**src/tvi_pkg.sv**
```systemverilog
// ============================================================================
// tvi_pkg
// Types and constants shared by the velocity interpolator modules.
// ============================================================================
`default_nettype none
package tvi_pkg;
    localparam int unsigned DEPTH_DEF     = 64;
    localparam int unsigned TIME_BITS_DEF = 32;
    localparam int unsigned VW            = 32;
    localparam logic [31:0] WINDOW_RESET  = 32'd1000000;

    typedef enum logic [1:0] {
        CMD_ADD    = 2'd0,
        CMD_NEWEST = 2'd1,
        CMD_AT     = 2'd2,
        CMD_NONE   = 2'd3
    } t_cmd;

    typedef enum logic [1:0] {
        ST_OK     = 2'd0,
        ST_EMPTY  = 2'd1,
        ST_OLD    = 2'd2,
        ST_FUTURE = 2'd3
    } t_status;

    typedef enum logic [3:0] {
        S_IDLE,
        S_PRUNE_RD,
        S_PRUNE_CHK,
        S_DECIDE,
        S_ENDS_RD,
        S_ENDS_CHK,
        S_SCAN_RD,
        S_SCAN_CHK,
        S_DIV,
        S_DIV_FIN,
        S_DONE
    } t_state;

    // controller -> datapath commands
    typedef struct packed {
        logic       capture;   // latch the command's fields
        logic       rd_oldest; // read slot at oldest pointer
        logic       pop;       // drop oldest entry
        logic       rd_newest; // read newest entry
        logic       rd_scan;   // read scan entry k and k+1
        logic       scan_next; // advance scan index
        logic       scan_clr;  // clear scan index
        logic       write;     // append the captured sample
        logic       div_start; // load interpolation unit
        logic       div_step;  // one interpolation step
        logic       emit;      // drive the result strobe
    } t_ctl;

    // datapath -> controller status
    typedef struct packed {
        t_cmd cmd;
        logic empty;
        logic prune_hit;  // oldest stamp at or below the limit
        logic add_ok;     // captured sample may be stored
        logic too_old;
        logic future;
        logic exact;      // scan entry matches target
        logic bracket;    // target between scan entry and next
        logic scan_last;  // no further pair to scan
        logic div_done;
    } t_sts;
endpackage
`default_nettype wire

```
**src/tvi_ctrl.sv**
```systemverilog
// ============================================================================
// tvi_ctrl
// Sequencer: prune, then add or answer a query through a scan and divide.
// ============================================================================
`default_nettype none
module tvi_ctrl (
    input  wire logic          i_clk,
    input  wire logic          i_rst_n,
    input  wire logic          i_start,
    input  wire tvi_pkg::t_sts i_sts,
    output tvi_pkg::t_ctl      o_ctl,
    output logic               o_busy
);
    import tvi_pkg::*;

    t_state r_state, n_state;

    // hold state
    always_ff @(posedge i_clk) begin
        if (!i_rst_n) begin
            r_state <= S_IDLE;
        end else begin
            r_state <= n_state;
        end
    end

    // next state
    always_comb begin
        n_state = r_state;
        unique case (r_state)
            S_IDLE:      if (i_start) n_state = S_PRUNE_RD;
            S_PRUNE_RD:  n_state = S_PRUNE_CHK;
            S_PRUNE_CHK: n_state = (!i_sts.empty && i_sts.prune_hit) ? S_PRUNE_RD : S_DECIDE;
            S_DECIDE: begin
                unique case (i_sts.cmd) inside
                    CMD_ADD, CMD_NONE:  n_state = S_IDLE;
                    CMD_NEWEST, CMD_AT: n_state = i_sts.empty ? S_DONE : S_ENDS_RD;
                    default:            n_state = S_IDLE;
                endcase
            end
            S_ENDS_RD:   n_state = S_ENDS_CHK;
            S_ENDS_CHK: begin
                if (i_sts.cmd == CMD_NEWEST || i_sts.too_old || i_sts.future) begin
                    n_state = S_DONE;
                end else begin
                    n_state = S_SCAN_RD;
                end
            end
            S_SCAN_RD:   n_state = S_SCAN_CHK;
            S_SCAN_CHK: begin
                if (i_sts.exact) begin
                    n_state = S_DONE;
                end else if (i_sts.bracket) begin
                    n_state = S_DIV;
                end else if (i_sts.scan_last) begin
                    n_state = S_DONE;
                end else begin
                    n_state = S_SCAN_RD;
                end
            end
            S_DIV:       n_state = i_sts.div_done ? S_DIV_FIN : S_DIV;
            S_DIV_FIN:   n_state = S_DONE;
            S_DONE:      n_state = S_IDLE;
            default:     n_state = S_IDLE;
        endcase
    end

    // outputs; hold off new items while in reset
    always_comb begin
        o_ctl = '0;
        o_busy = (r_state != S_IDLE) || !i_rst_n;
        unique case (r_state)
            S_IDLE: begin
                o_ctl.capture = i_start;
            end
            S_PRUNE_RD:  o_ctl.rd_oldest = 1'b1;
            S_PRUNE_CHK: o_ctl.pop = !i_sts.empty && i_sts.prune_hit;
            S_DECIDE: begin
                o_ctl.write = (i_sts.cmd == CMD_ADD) && i_sts.add_ok;
                o_ctl.scan_clr = 1'b1;
            end
            S_ENDS_RD: o_ctl.rd_newest = 1'b1;
            S_SCAN_RD: o_ctl.rd_scan = 1'b1;
            S_SCAN_CHK: begin
                o_ctl.scan_next = !i_sts.exact && !i_sts.bracket;
                o_ctl.div_start = !i_sts.exact && i_sts.bracket;
                o_ctl.rd_scan = 1'b0;
            end
            S_DIV:    o_ctl.div_step = 1'b1;
            S_DIV_FIN: o_ctl.div_step = 1'b0;
            S_DONE:   o_ctl.emit = 1'b1;
            default: ;
        endcase
    end
endmodule
`default_nettype wire

```
**config.mk**
```make
export PLATFORM = sky130hd
export DESIGN_NAME = tvi_ctrl
export DESIGN_NICKNAME = d
export VERILOG_FILES = /design/src/tvi_pkg.sv /design/src/tvi_ctrl.sv
export SDC_FILE = /design/constraint.sdc
export NUM_CORES = 1
export LEC_CHECK = 0
export BUFFER_PORTS_ARGS = -buffer_cell sky130_fd_sc_hd__clkbuf_2
export CAP_MARGIN = 30
export CORE_AREA = 2 2 39 41
export DETAILED_ROUTE_END_ITERATION = 10
export DIE_AREA = 0 0 41 43
export PLACE_DENSITY_LB_ADDON = 0.1
export RECOVER_POWER = 25
export SLEW_MARGIN = 10
export SYNTH_ARGS = -nofsm -noshare
export SYNTH_HDL_FRONTEND = slang
export SYNTH_SLANG_ARGS = --single-unit
export TNS_END_PERCENT = 50
```
**constraint.sdc**
```tcl
create_clock -name i_clk -period 1.75 [get_ports i_clk]
set_input_delay 0.35 -clock i_clk [delete_from_list [all_inputs] [get_ports i_clk]]
set_output_delay 0.35 -clock i_clk [all_outputs]
set_load 0.01 [all_outputs]
```
* After elaboration in Yosys (flattened, before gate mapping) *
Cells that the tools add are included.

storage, ports and cells
  register bits after elaboration = 4
  output and inout bits = 12
  logic and storage cells = 49

operators by class
  equal/unequal tests = 13
  mux-type cells = 20
  reductions and logical operators = 15

operator list
  cell                                           number
  case mux 4 bit (10 select lines)               1
  2-to-1 mux 4 bit                               7
  == test 4 x 3 -> 1 bit, second input constant  4
  == test 4 bit, second input constant           3
  2-to-1 mux 1 bit                               10
  == test 4 x 2 -> 1 bit, second input constant  2
  == test 4 x 1 -> 1 bit, second input constant  1
  logical AND 1 bit                              4
  logical NOT 1 bit                              4
  logical NOT 4 bit                              1
  2-to-1 mux 2 bit                               2
  nonzero test 4 bit                             1
  logical OR 1 bit                               3
  == test 2 x 1 -> 1 bit, second input constant  1
  == test 2 bit, second input constant           1
  logical NOT 2 bit                              1
  != test 2 bit, second input constant           1
  OR reduction 2 bit                             1

* Longest topological paths before layout *
Gate-level depths: netlist (run 1).

  depth in word-level cells = 5
  mapped depth = 6
  gate-level depth less buffers = 6

* Worst setup path after synthesis (run 1) *
OpenSTA, ideal clock, no wires.

  kind = flip-flop to output port
  start = register r_state[3]
  end = output o_ctl[8] (netlist bit)
  arrival = 1.282 ns
  slack = 0.118 ns
  cell stages (with the launch flop) = 4
  buffers on the path = 1
  cell sequence = dfxtp_1 > buf_6 > or4b_4 > nor3b_1

RTL lines
  element                 line            text
  start, declared         tvi_ctrl.sv:16  t_state r_state, n_state;
  start signal, assigned  tvi_ctrl.sv:23  r_state <= n_state;
  end, declared           tvi_ctrl.sv:11  output tvi_pkg::t_ctl o_ctl,

==> reports/qor.json, run 1 <==
{
  "synth_sequential_area_ratio_pct": 19.9,
  "grt_first_pass_wirelength_um": 1750,
  "number_of_buffers_created_by_cts": 3,
  "per_instance_average_area_after_synthesis_um2": 7.44,
  "clock_skew_ps": 0.455,
  "path_depth": 3,
  "aggregate_routed_wire_length_um": 1090,
  "max_freq_mhz": 583,
  "worst-path-max-fanout": 2,
  "core_um2": 1380,
  "post-layout-total-power_uw": 330,
  "outcome": "complete, no violations",
  "synth-adder-area-share_pct": 6.23,
  "post_drt_via_cell_ratio": 5.06,
  "switchingPower_uw": 99.6,
  "total_leakage_power_uw": 0.000309,
  "cts_buffer_depth": 2,
  "final_antenna_net_count": 0,
  "placement_rows": 14,
  "cell_internal_pwr_uw": 230,
  "dieHeight_um": 43,
  "required_arrival_time_at_the_worst_endpoint_ps": 1400,
  "slew_headroom_pct": 75.0,
  "synth_fp_nets": 70,
  "worstSetupStartpointType": "register",
  "detailedPlacementHpwl_um": 835,
  "cp.buffers_inverters": 1,
  "share_of_post_route_cells_with_drive_strength_above_1_pct": 53.6,
  "tightest_slew_ps": 374,
  "power_per_cell_area_nw_per_um2": 525,
  "sequentialPowerShare_pct": 30.4,
  "post-place-cells": 96,
  "total_placed_instance_area_um2": 558,
  "die-width_um": 41,
  "port_buf_inserts": 25,
  "syn2layout_area_growth_pct": 56.4,
  "drc": 0,
  "maxSlewViolCount": 0,
  "finalWorstPathRequiredPeriod_ps": 1720,
  "multiplexer_share_of_the_synthesized_area_pct": 2.80,
  "netlist_instances": 54,
  "path_cells": "or4b_4, nor3b_2, buf_2",
  "largest_register_ffs": 4,
  "design.final.nets": 102,
  "synth.cell_area_um2": 402,
  "setup-violations-final": 0,
  "antenna_violations_before_repair": 0,
  "path_delay_family": "simple AND/OR/NAND/NOR gates",
  "min_period_over_period_pct": 98.0,
  "synth_top_family_by_area": "simple AND/OR/NAND/NOR gates",
  "grt_setup_unrepaired": "yes",
  "via_count_of_the_first_global_routing_pass": 428,
  "finalHoldWorstSlack_ps": 372,
  "reg2reg_depth": 5,
  "gp_congestion": 0.706,
  "final.setup.tns_ps": 0,
  "cts.htree.levels": 1,
  "critPathSlowestCell": "sky130_fd_sc_hd__or4b_4",
  "final_hold_viols": 0,
  "synth_xor_area_share_pct": 0,
  "top_flop_regs": "r_state (4)",
  "drt-pass1-iter-count": 4,
  "cts_tree": "done",
  "grt_overflow_total": 0,
  "yosys_warnings": 0,
  "num_vias": 506,
  "grt_max_degree": 14,
  "hold_path_depth": 3,
  "diodes": 0,
  "drv.max_cap_violation_count": 0,
  "synth.ff_latch_count": 4,
  "finalNonFillerCells": 100,
  "design.portCount": 26,
  "cts_hold_repair.buffers": 0,
  "switching_share_pct": 30.2,
  "clock_power_share_pct": 32.9,
  "clk-insertion-delay-late_ps": 230,
  "vdd_ir_drop_max_uv": 206,
  "cts.sink_count": 4,
  "avgRoutedWirePerCell_um": 10.9,
  "clkSlewWorstSetupHoldPaths_ps": 30,
  "worstSetupEndpointType": "output pin",
  "yosys.cell_types.count": 29,
  "die_area_um2": 1760,
  "hold_class": "input port to register",
  "final_design_area_no_fill_um2": 628,
  "critPathMaxStageDelay_ps": 540,
  "overall_track_demand_over_capacity_in_global_routing_pct": 14.6,
  "crit_type": "register to output pin",
  "largest-register": "r_state",
  "synth_compound_area_share_pct": 16.8,
  "floorplan.initialDensity_pct": 29.0,
  "cts-root-buf": "sky130_fd_sc_hd__clkbuf_4",
  "yosys.area_share.simple_pct": 44.9,
  "worstPathArrival_ps": 1370,
  "comb_power_share_pct": 36.7,
  "drt_first_iter_violations": 6
}
-- layout make-up --
type | instances | area (um^2)
Clock buffer | 3 | 22.5
Fill cell | 154 | 756
Inverter | 3 | 11.3
Multi-Input combinational cell | 43 | 324
Sequential cell | 4 | 80.1
Tap cell | 16 | 20.0
Timing Repair Buffer | 31 | 170
-- metrics by stage --
stage | utilization [%] | setup slack (ps)
6_report | 45.4 | 34.8
5_1_grt | 45.4 | -39.7
4_1_cts | 42.9 | 16.2
3_5_place_dp | 40.3 | 189
3_3_place_gp | 40.3 | 194
2_1_floorplan | - | 118
-- worst paths after layout --
path,startpoint,to,slack [ps]
setup reg to reg,r_state[1],r_state[3],340
hold reg to reg,r_state[2],r_state[3],710
setup / recovery,r_state[2],o_ctl[8],30
hold / removal,i_sts[0],r_state[0],370
-- layer usage --
metal  part of all wire (%)  track usage [%]
met1                     45             20.3
met2                     51             20.0
met3                    4.1             3.14
met4                      0             8.00
met5                      0                0
-- cells in the final DEF (no fill, tap or decap), drive strengths merged --
cell type / synthesis / routed
clkbuf: 0 / 27
nor2: 9 / 9
buf: 4 / 7
dfxtp: 4 / 4
inv: 3 / 3
nor3: 3 / 3
nand2: 3 / 3
and3: 2 / 2
nand3: 2 / 2
o21ai: 2 / 2
nand4: 2 / 2
ha: 2 / 2
nand2b: 2 / 2
nor4b: 2 / 2
or4b: 2 / 2
a21oi: 2 / 2
or2b: 1 / 1
nor4: 1 / 1
nor3b: 1 / 1
o211ai: 1 / 1
or4: 1 / 1
a2bb2oi: 1 / 1
mux2: 1 / 1
o22a: 1 / 1
a221o: 1 / 1
o2bb2ai: 1 / 1
-- logic make-up (layout without fill, tap and decap cells) --
logic type               Yosys count  in the layout
buffers and inverters              7             37
adder cells (fa/ha/maj)            2              2
flip-flops                         4              4
multiplexers                       1              1
AO/OA/AOI/OAI                      9              9
AND/OR/NAND/NOR                   31             31
-- worst reg2reg max path, cell delays in order (launching register included) --
cell and delay, ps:
sky130_fd_sc_hd__dfxtp_1 300, sky130_fd_sc_hd__buf_4 170, sky130_fd_sc_hd__or4_1 520, sky130_fd_sc_hd__nand3_1 120, sky130_fd_sc_hd__o22a_1 140, sky130_fd_sc_hd__nor2_1 40
-- synth_stat cells (all sizes together) --
cell / n / area share [%]
a221o: 1 / 2.5
nor2: 9 / 9.0
ha: 2 / 6.2
o22a: 1 / 2.2
o211ai: 1 / 1.9
or4: 1 / 1.9
o2bb2ai: 1 / 2.2
nor3: 3 / 3.7
nand3: 2 / 2.5
o21ai: 2 / 2.5
nand2: 3 / 2.8
buf: 4 / 6.5
nand4: 2 / 3.1
inv: 3 / 2.8
nor4b: 2 / 4.4
nor3b: 1 / 1.9
or2b: 1 / 1.9
a2bb2oi: 1 / 2.2
nand2b: 2 / 3.1
nor4: 1 / 1.6
and3: 2 / 3.1
or4b: 2 / 5.9
a21oi: 2 / 3.4
dfxtp: 4 / 20
mux2: 1 / 2.8
-- power by group through the flow --
stage / clock network [uW] / logic [uW] / registers, uW
after floorplan: 0 / 69.0 / 102
after global placement: 0 / 114 / 102
after detailed placement: 0 / 113 / 102
after CTS: 114 / 118 / 100
after global routing: 126 / 135 / 101
final: 108 / 121 / 100
-- what timing repair did --
item,CTS,global route
setup endpoints to repair,1,5
setup buffers,1,0
pin swaps,2,0
resized for setup,1,7
cloned,0,0
Power figures use the tool's default switching activity.
==> run 2: changes to the inputs <==
--- a/config.mk
+++ b/config.mk
@@ -8,6 +8,7 @@
 export BUFFER_PORTS_ARGS = -buffer_cell sky130_fd_sc_hd__clkbuf_2
 export CAP_MARGIN = 30
 export CORE_AREA = 2 2 39 41
+export CTS_CLUSTER_DIAMETER = 120
 export DETAILED_ROUTE_END_ITERATION = 10
 export DIE_AREA = 0 0 41 43
 export PLACE_DENSITY_LB_ADDON = 0.1
==> constraint.sdc (replaced) <==
create_clock -name i_clk -period 1.4 [get_ports i_clk]
set_input_delay 0.28 -clock i_clk [delete_from_list [all_inputs] [get_ports i_clk]]
set_output_delay 0.28 -clock i_clk [all_outputs]
set_load 0.01 [all_outputs]
==> run 2 against run 1 <==
The flow now finishes with violations (setup timing). Sequential cell count is the same. Routed wire length is 16% higher. Clock skew increased by 7.5 ps. Count of clock-buffer cells in the layout unchanged. Sequential power rose by 27%. Cell count is 5.0% higher. Worst setup slack worse by 330 ps. Die area unchanged. Register-to-register slack worse by 320 ps. Global-route usage grew 2.0 points. Critical path type unchanged. Largest cell class unchanged. Highest routed layer unchanged.
==> reports/qor.json, run 2 (synthesis gave the netlist of run 1 again) <==
{
  "final_antenna_net_count": {"value": 0, "change": "unchanged"},
  "syn2layout_area_growth": {"value": 77.3, "unit": "%", "change": "was 56.4%"},
  "clkSlewWorstSetupHoldPaths": {"value": 40, "unit": "ps", "change": "was 30 ps"},
  "switching_share": {"value": 32.5, "unit": "%", "change": "was 30.2%"},
  "post-layout-total-power": {"value": 458, "unit": "uW", "change": "was 330 uW"},
  "antenna_violations_before_repair": {"value": 0, "change": "unchanged"},
  "most_common_cell_after_layout_fill_and_taps_aside": {"value": "sky130_fd_sc_hd__clkbuf_2", "change": "unchanged"},
  "critPathSlowestCell": {"value": "sky130_fd_sc_hd__or4b_4", "change": "unchanged"},
  "grt_max_degree": {"value": 12, "change": "was 14"},
  "largest-register": {"value": "r_state", "change": "unchanged"},
  "grt_setup_unrepaired": {"value": "yes", "change": "unchanged"},
  "crit_path_start": {"value": "r_state[2]", "change": "unchanged"},
  "worstSetupStartpointType": {"value": "register", "change": "unchanged"},
  "switchingPower": {"value": 149, "unit": "uW", "change": "was 99.6 uW"},
  "final_hold_viols": {"value": 0, "change": "unchanged"},
  "required_arrival_time_at_the_worst_endpoint": {"value": 1120, "unit": "ps", "change": "was 1400 ps"},
  "drc": {"value": 0, "change": "unchanged"},
  "cts.sink_count": {"value": 4, "change": "unchanged"},
  "design.final.nets": {"value": 107, "change": "was 102"},
  "dieHeight": {"value": 43, "unit": "um", "change": "unchanged"},
  "clock_skew": {"value": 7.93, "unit": "ps", "change": "was 0.455 ps"},
  "floorplan.initialDensity": {"value": 29.0, "unit": "%", "change": "unchanged"},
  "core": {"value": 1380, "unit": "um^2", "change": "unchanged"},
  "worstSetupEndpointType": {"value": "output pin", "change": "unchanged"},
  "avgRoutedWirePerCell": {"value": 12.1, "unit": "um", "change": "was 10.9 um"},
  "crit_type": {"value": "register to output pin", "change": "unchanged"},
  "comb_power_share": {"value": 39.8, "unit": "%", "change": "was 36.7%"},
  "outcome": {"value": "complete, but fails checks", "change": "was complete, no violations"},
  "failing_checks": "setup timing",
  "reg2reg_depth": {"value": 5, "change": "unchanged"},
  "worstPathArrival": {"value": 1410, "unit": "ps", "change": "was 1370 ps"},
  "grt_first_pass_wirelength": {"value": 2060, "unit": "um", "change": "was 1750 um"},
  "diodes": {"value": 0, "change": "unchanged"},
  "num_vias": {"value": 531, "change": "was 506"},
  "setup-violations-final": {"value": 10, "change": "was 0"},
  "cts-root-buf": {"value": "sky130_fd_sc_hd__clkbuf_4", "change": "unchanged"},
  "die_area": {"value": 1760, "unit": "um^2", "change": "unchanged"},
  "die-width": {"value": 41, "unit": "um", "change": "unchanged"},
  "clock_power_share": {"value": 32.4, "unit": "%", "change": "was 32.9%"},
  "gp_congestion": {"value": 0.752, "change": "was 0.706"},
  "overall_track_demand_over_capacity_in_global_routing": {"value": 16.5, "unit": "%", "change": "was 14.6%"},
  "drt_first_iter_violations": {"value": 8, "change": "was 6"},
  "port_buf_inserts": {"value": 25, "change": "unchanged"},
  "path_cells": {"value": "or4b_4, nor3b_4, buf_2", "change": "was or4b_4, nor3b_2, buf_2"},
  "tightest_slew": {"value": 234, "unit": "ps", "change": "was 374 ps"},
  "share_of_post_route_cells_with_drive_strength_above_1": {"value": 66.3, "unit": "%", "change": "was 53.6%"},
  "cell_internal_pwr": {"value": 309, "unit": "uW", "change": "was 230 uW"},
  "finalWorstPathRequiredPeriod_ps": 1690,
  "top_flop_regs": {"value": "r_state (4)", "change": "unchanged"},
  "largest_register_ffs": {"value": 4, "change": "unchanged"},
  "regToRegSetupSlack": {"value": 20, "unit": "ps", "change": "was 340 ps"},
  "hold_class": {"value": "input port to register", "change": "unchanged"},
  "critPathMaxStageDelay": {"value": 550, "unit": "ps", "change": "was 540 ps"},
  "final_cell_mix": {"value": "sky130_fd_sc_hd__clkbuf_2 (19), sky130_fd_sc_hd__buf_2 (7), sky130_fd_sc_hd__buf_4 (7), sky130_fd_sc_hd__nor2_1 (5), sky130_fd_sc_hd__nor2_2 (4)", "change": "was sky130_fd_sc_hd__clkbuf_2 (24), sky130_fd_sc_hd__nor2_1 (8), sky130_fd_sc_hd__buf_4 (6), sky130_fd_sc_hd__dfxtp_1 (4)"},
  "sequentialPowerShare": {"value": 27.8, "unit": "%", "change": "was 30.4%"},
  "via_count_of_the_first_global_routing_pass": {"value": 511, "change": "was 428"},
  "maxSlewViolCount": {"value": 0, "change": "unchanged"},
  "cts.htree.levels": {"value": 1, "change": "unchanged"},
  "worst_r2r_endpoint": {"value": "r_state[1]", "change": "was r_state[3]"},
  "power_per_cell_area": {"value": 643, "unit": "nW/um^2", "change": "was 525 nW/um^2"},
  "final_design_area_no_fill": {"value": 712, "unit": "um^2", "change": "was 628 um^2"},
  "drv.max_cap_violation_count": {"value": 0, "change": "unchanged"},
  "slew_headroom": {"value": 84.2, "unit": "%", "change": "was 75.0%"},
  "clk-insertion-delay-late": {"value": 240, "unit": "ps", "change": "was 230 ps"},
  "detailedPlacementHpwl": {"value": 877, "unit": "um", "change": "was 835 um"},
  "vdd_ir_drop_max": {"value": 286, "unit": "uV", "change": "was 206 uV"},
  "placement_rows": {"value": 14, "change": "unchanged"},
  "post-route-worst-setup-slack": {"value": -294, "unit": "ps", "change": "was 34.8 ps"},
  "drt-pass1-iter-count": {"value": 3, "change": "was 4"},
  "worst-path-max-fanout": {"value": 2, "change": "unchanged"},
  "final_core_utilization": {"value": 51.4, "unit": "%", "change": "was 45.4%"},
  "cts_hold_repair.buffers": {"value": 0, "change": "unchanged"},
  "cts_buffer_depth": {"value": 2, "change": "unchanged"},
  "min_period_over_period_pct": 121,
  "post_drt_via_cell_ratio": {"value": 5.06, "change": "about the same"},
  "aggregate_routed_wire_length": {"value": 1270, "unit": "um", "change": "was 1090 um"},
  "dp_slack": {"value": -67.8, "unit": "ps", "change": "was 189 ps"},
  "total_placed_instance_area": {"value": 607, "unit": "um^2", "change": "was 558 um^2"},
  "number_of_buffers_created_by_cts": {"value": 3, "change": "unchanged"},
  "max_freq_mhz": 590,
  "design.portCount": {"value": 26, "change": "unchanged"},
  "cts_tree": {"value": "done", "change": "unchanged"},
  "regToRegStartpoint": {"value": "r_state[2]", "change": "was r_state[1]"},
  "total_leakage_power": {"value": 0.000357, "unit": "uW", "change": "was 0.000309 uW"},
  "grt_overflow_total": {"value": 0, "change": "unchanged"},
  "cp-endpoint": {"value": "o_ctl[8]", "change": "unchanged"}
}
[run 2: changes by cell type in the layout (fill, tap and decap cells not counted), sizes merged]
cell / before / now
buf: 7 / 17
clkbuf: 27 / 22
[run 2: how the worst min path moves through the flow]
stage / start / endpoint / slack [ps] / depth (start not counted)
6_report: i_sts[0] / r_state[0] / 290 / 3
5_1_grt: i_sts[0] / r_state[0] / 310 / 3
4_1_cts: i_sts[0] / r_state[0] / 290 / 3
3_5_place_dp: i_sts[0] / r_state[0] / 540 / 3
3_3_place_gp: i_sts[0] / r_state[0] / 520 / 3
2_1_floorplan: i_sts[0] / r_state[0] / 420 / 2
[run 2: through the flow]
step	hold WS (ps)	setup TNS (ps)	std cells
after floorplan	419	-93.9	54
after global placement	525	-88.5	101
after detailed placement	536	-126	101
after CTS	293	-1190	105
after global routing	312	-2140	105
final	291	-1200	105
[run 2: critical path, delay by kind of cell (launching register included)]
kind	cells	cell delay (ps)
simple gates	2	720
flops	1	310
buf+inv	1	150
[run 2: cell type report]
| class | instances | area (um^2) |
|---|---|---|
| fill | 153 | 672 |
| multi-input combinational | 43 | 359 |
| timing repair buffer | 36 | 216 |
| sequential | 4 | 82.6 |
| clock buffer | 3 | 22.5 |
| tap | 16 | 20.0 |
| inverter | 3 | 11.3 |
[run 2: power groups by stage]
stage / clock network [uW] / registers [uW] / logic [uW]
after floorplan: 0 / 128 / 89.2
after global placement: 0 / 129 / 164
after detailed placement: 0 / 129 / 164
after CTS: 147 / 128 / 176
after global routing: 159 / 129 / 201
final: 148 / 127 / 182
[run 2: what timing repair did]
action | 4_1_cts | 5_1_grt
pin swaps | 3 | 0
setup buffers | 1 | 0
endpoints found under the setup margin | 12 | 15
cloned | 0 | 0
gates resized for setup | 12 | 13
[run 2: per-layer routing]
layer	vias to the layer above	global-route usage, %	wire [um]
met4	0	3.33	0
li1	273	-	-
met5	-	0	0
met2	17	25.9	621
met3	0	5.24	54
met1	241	21.5	591
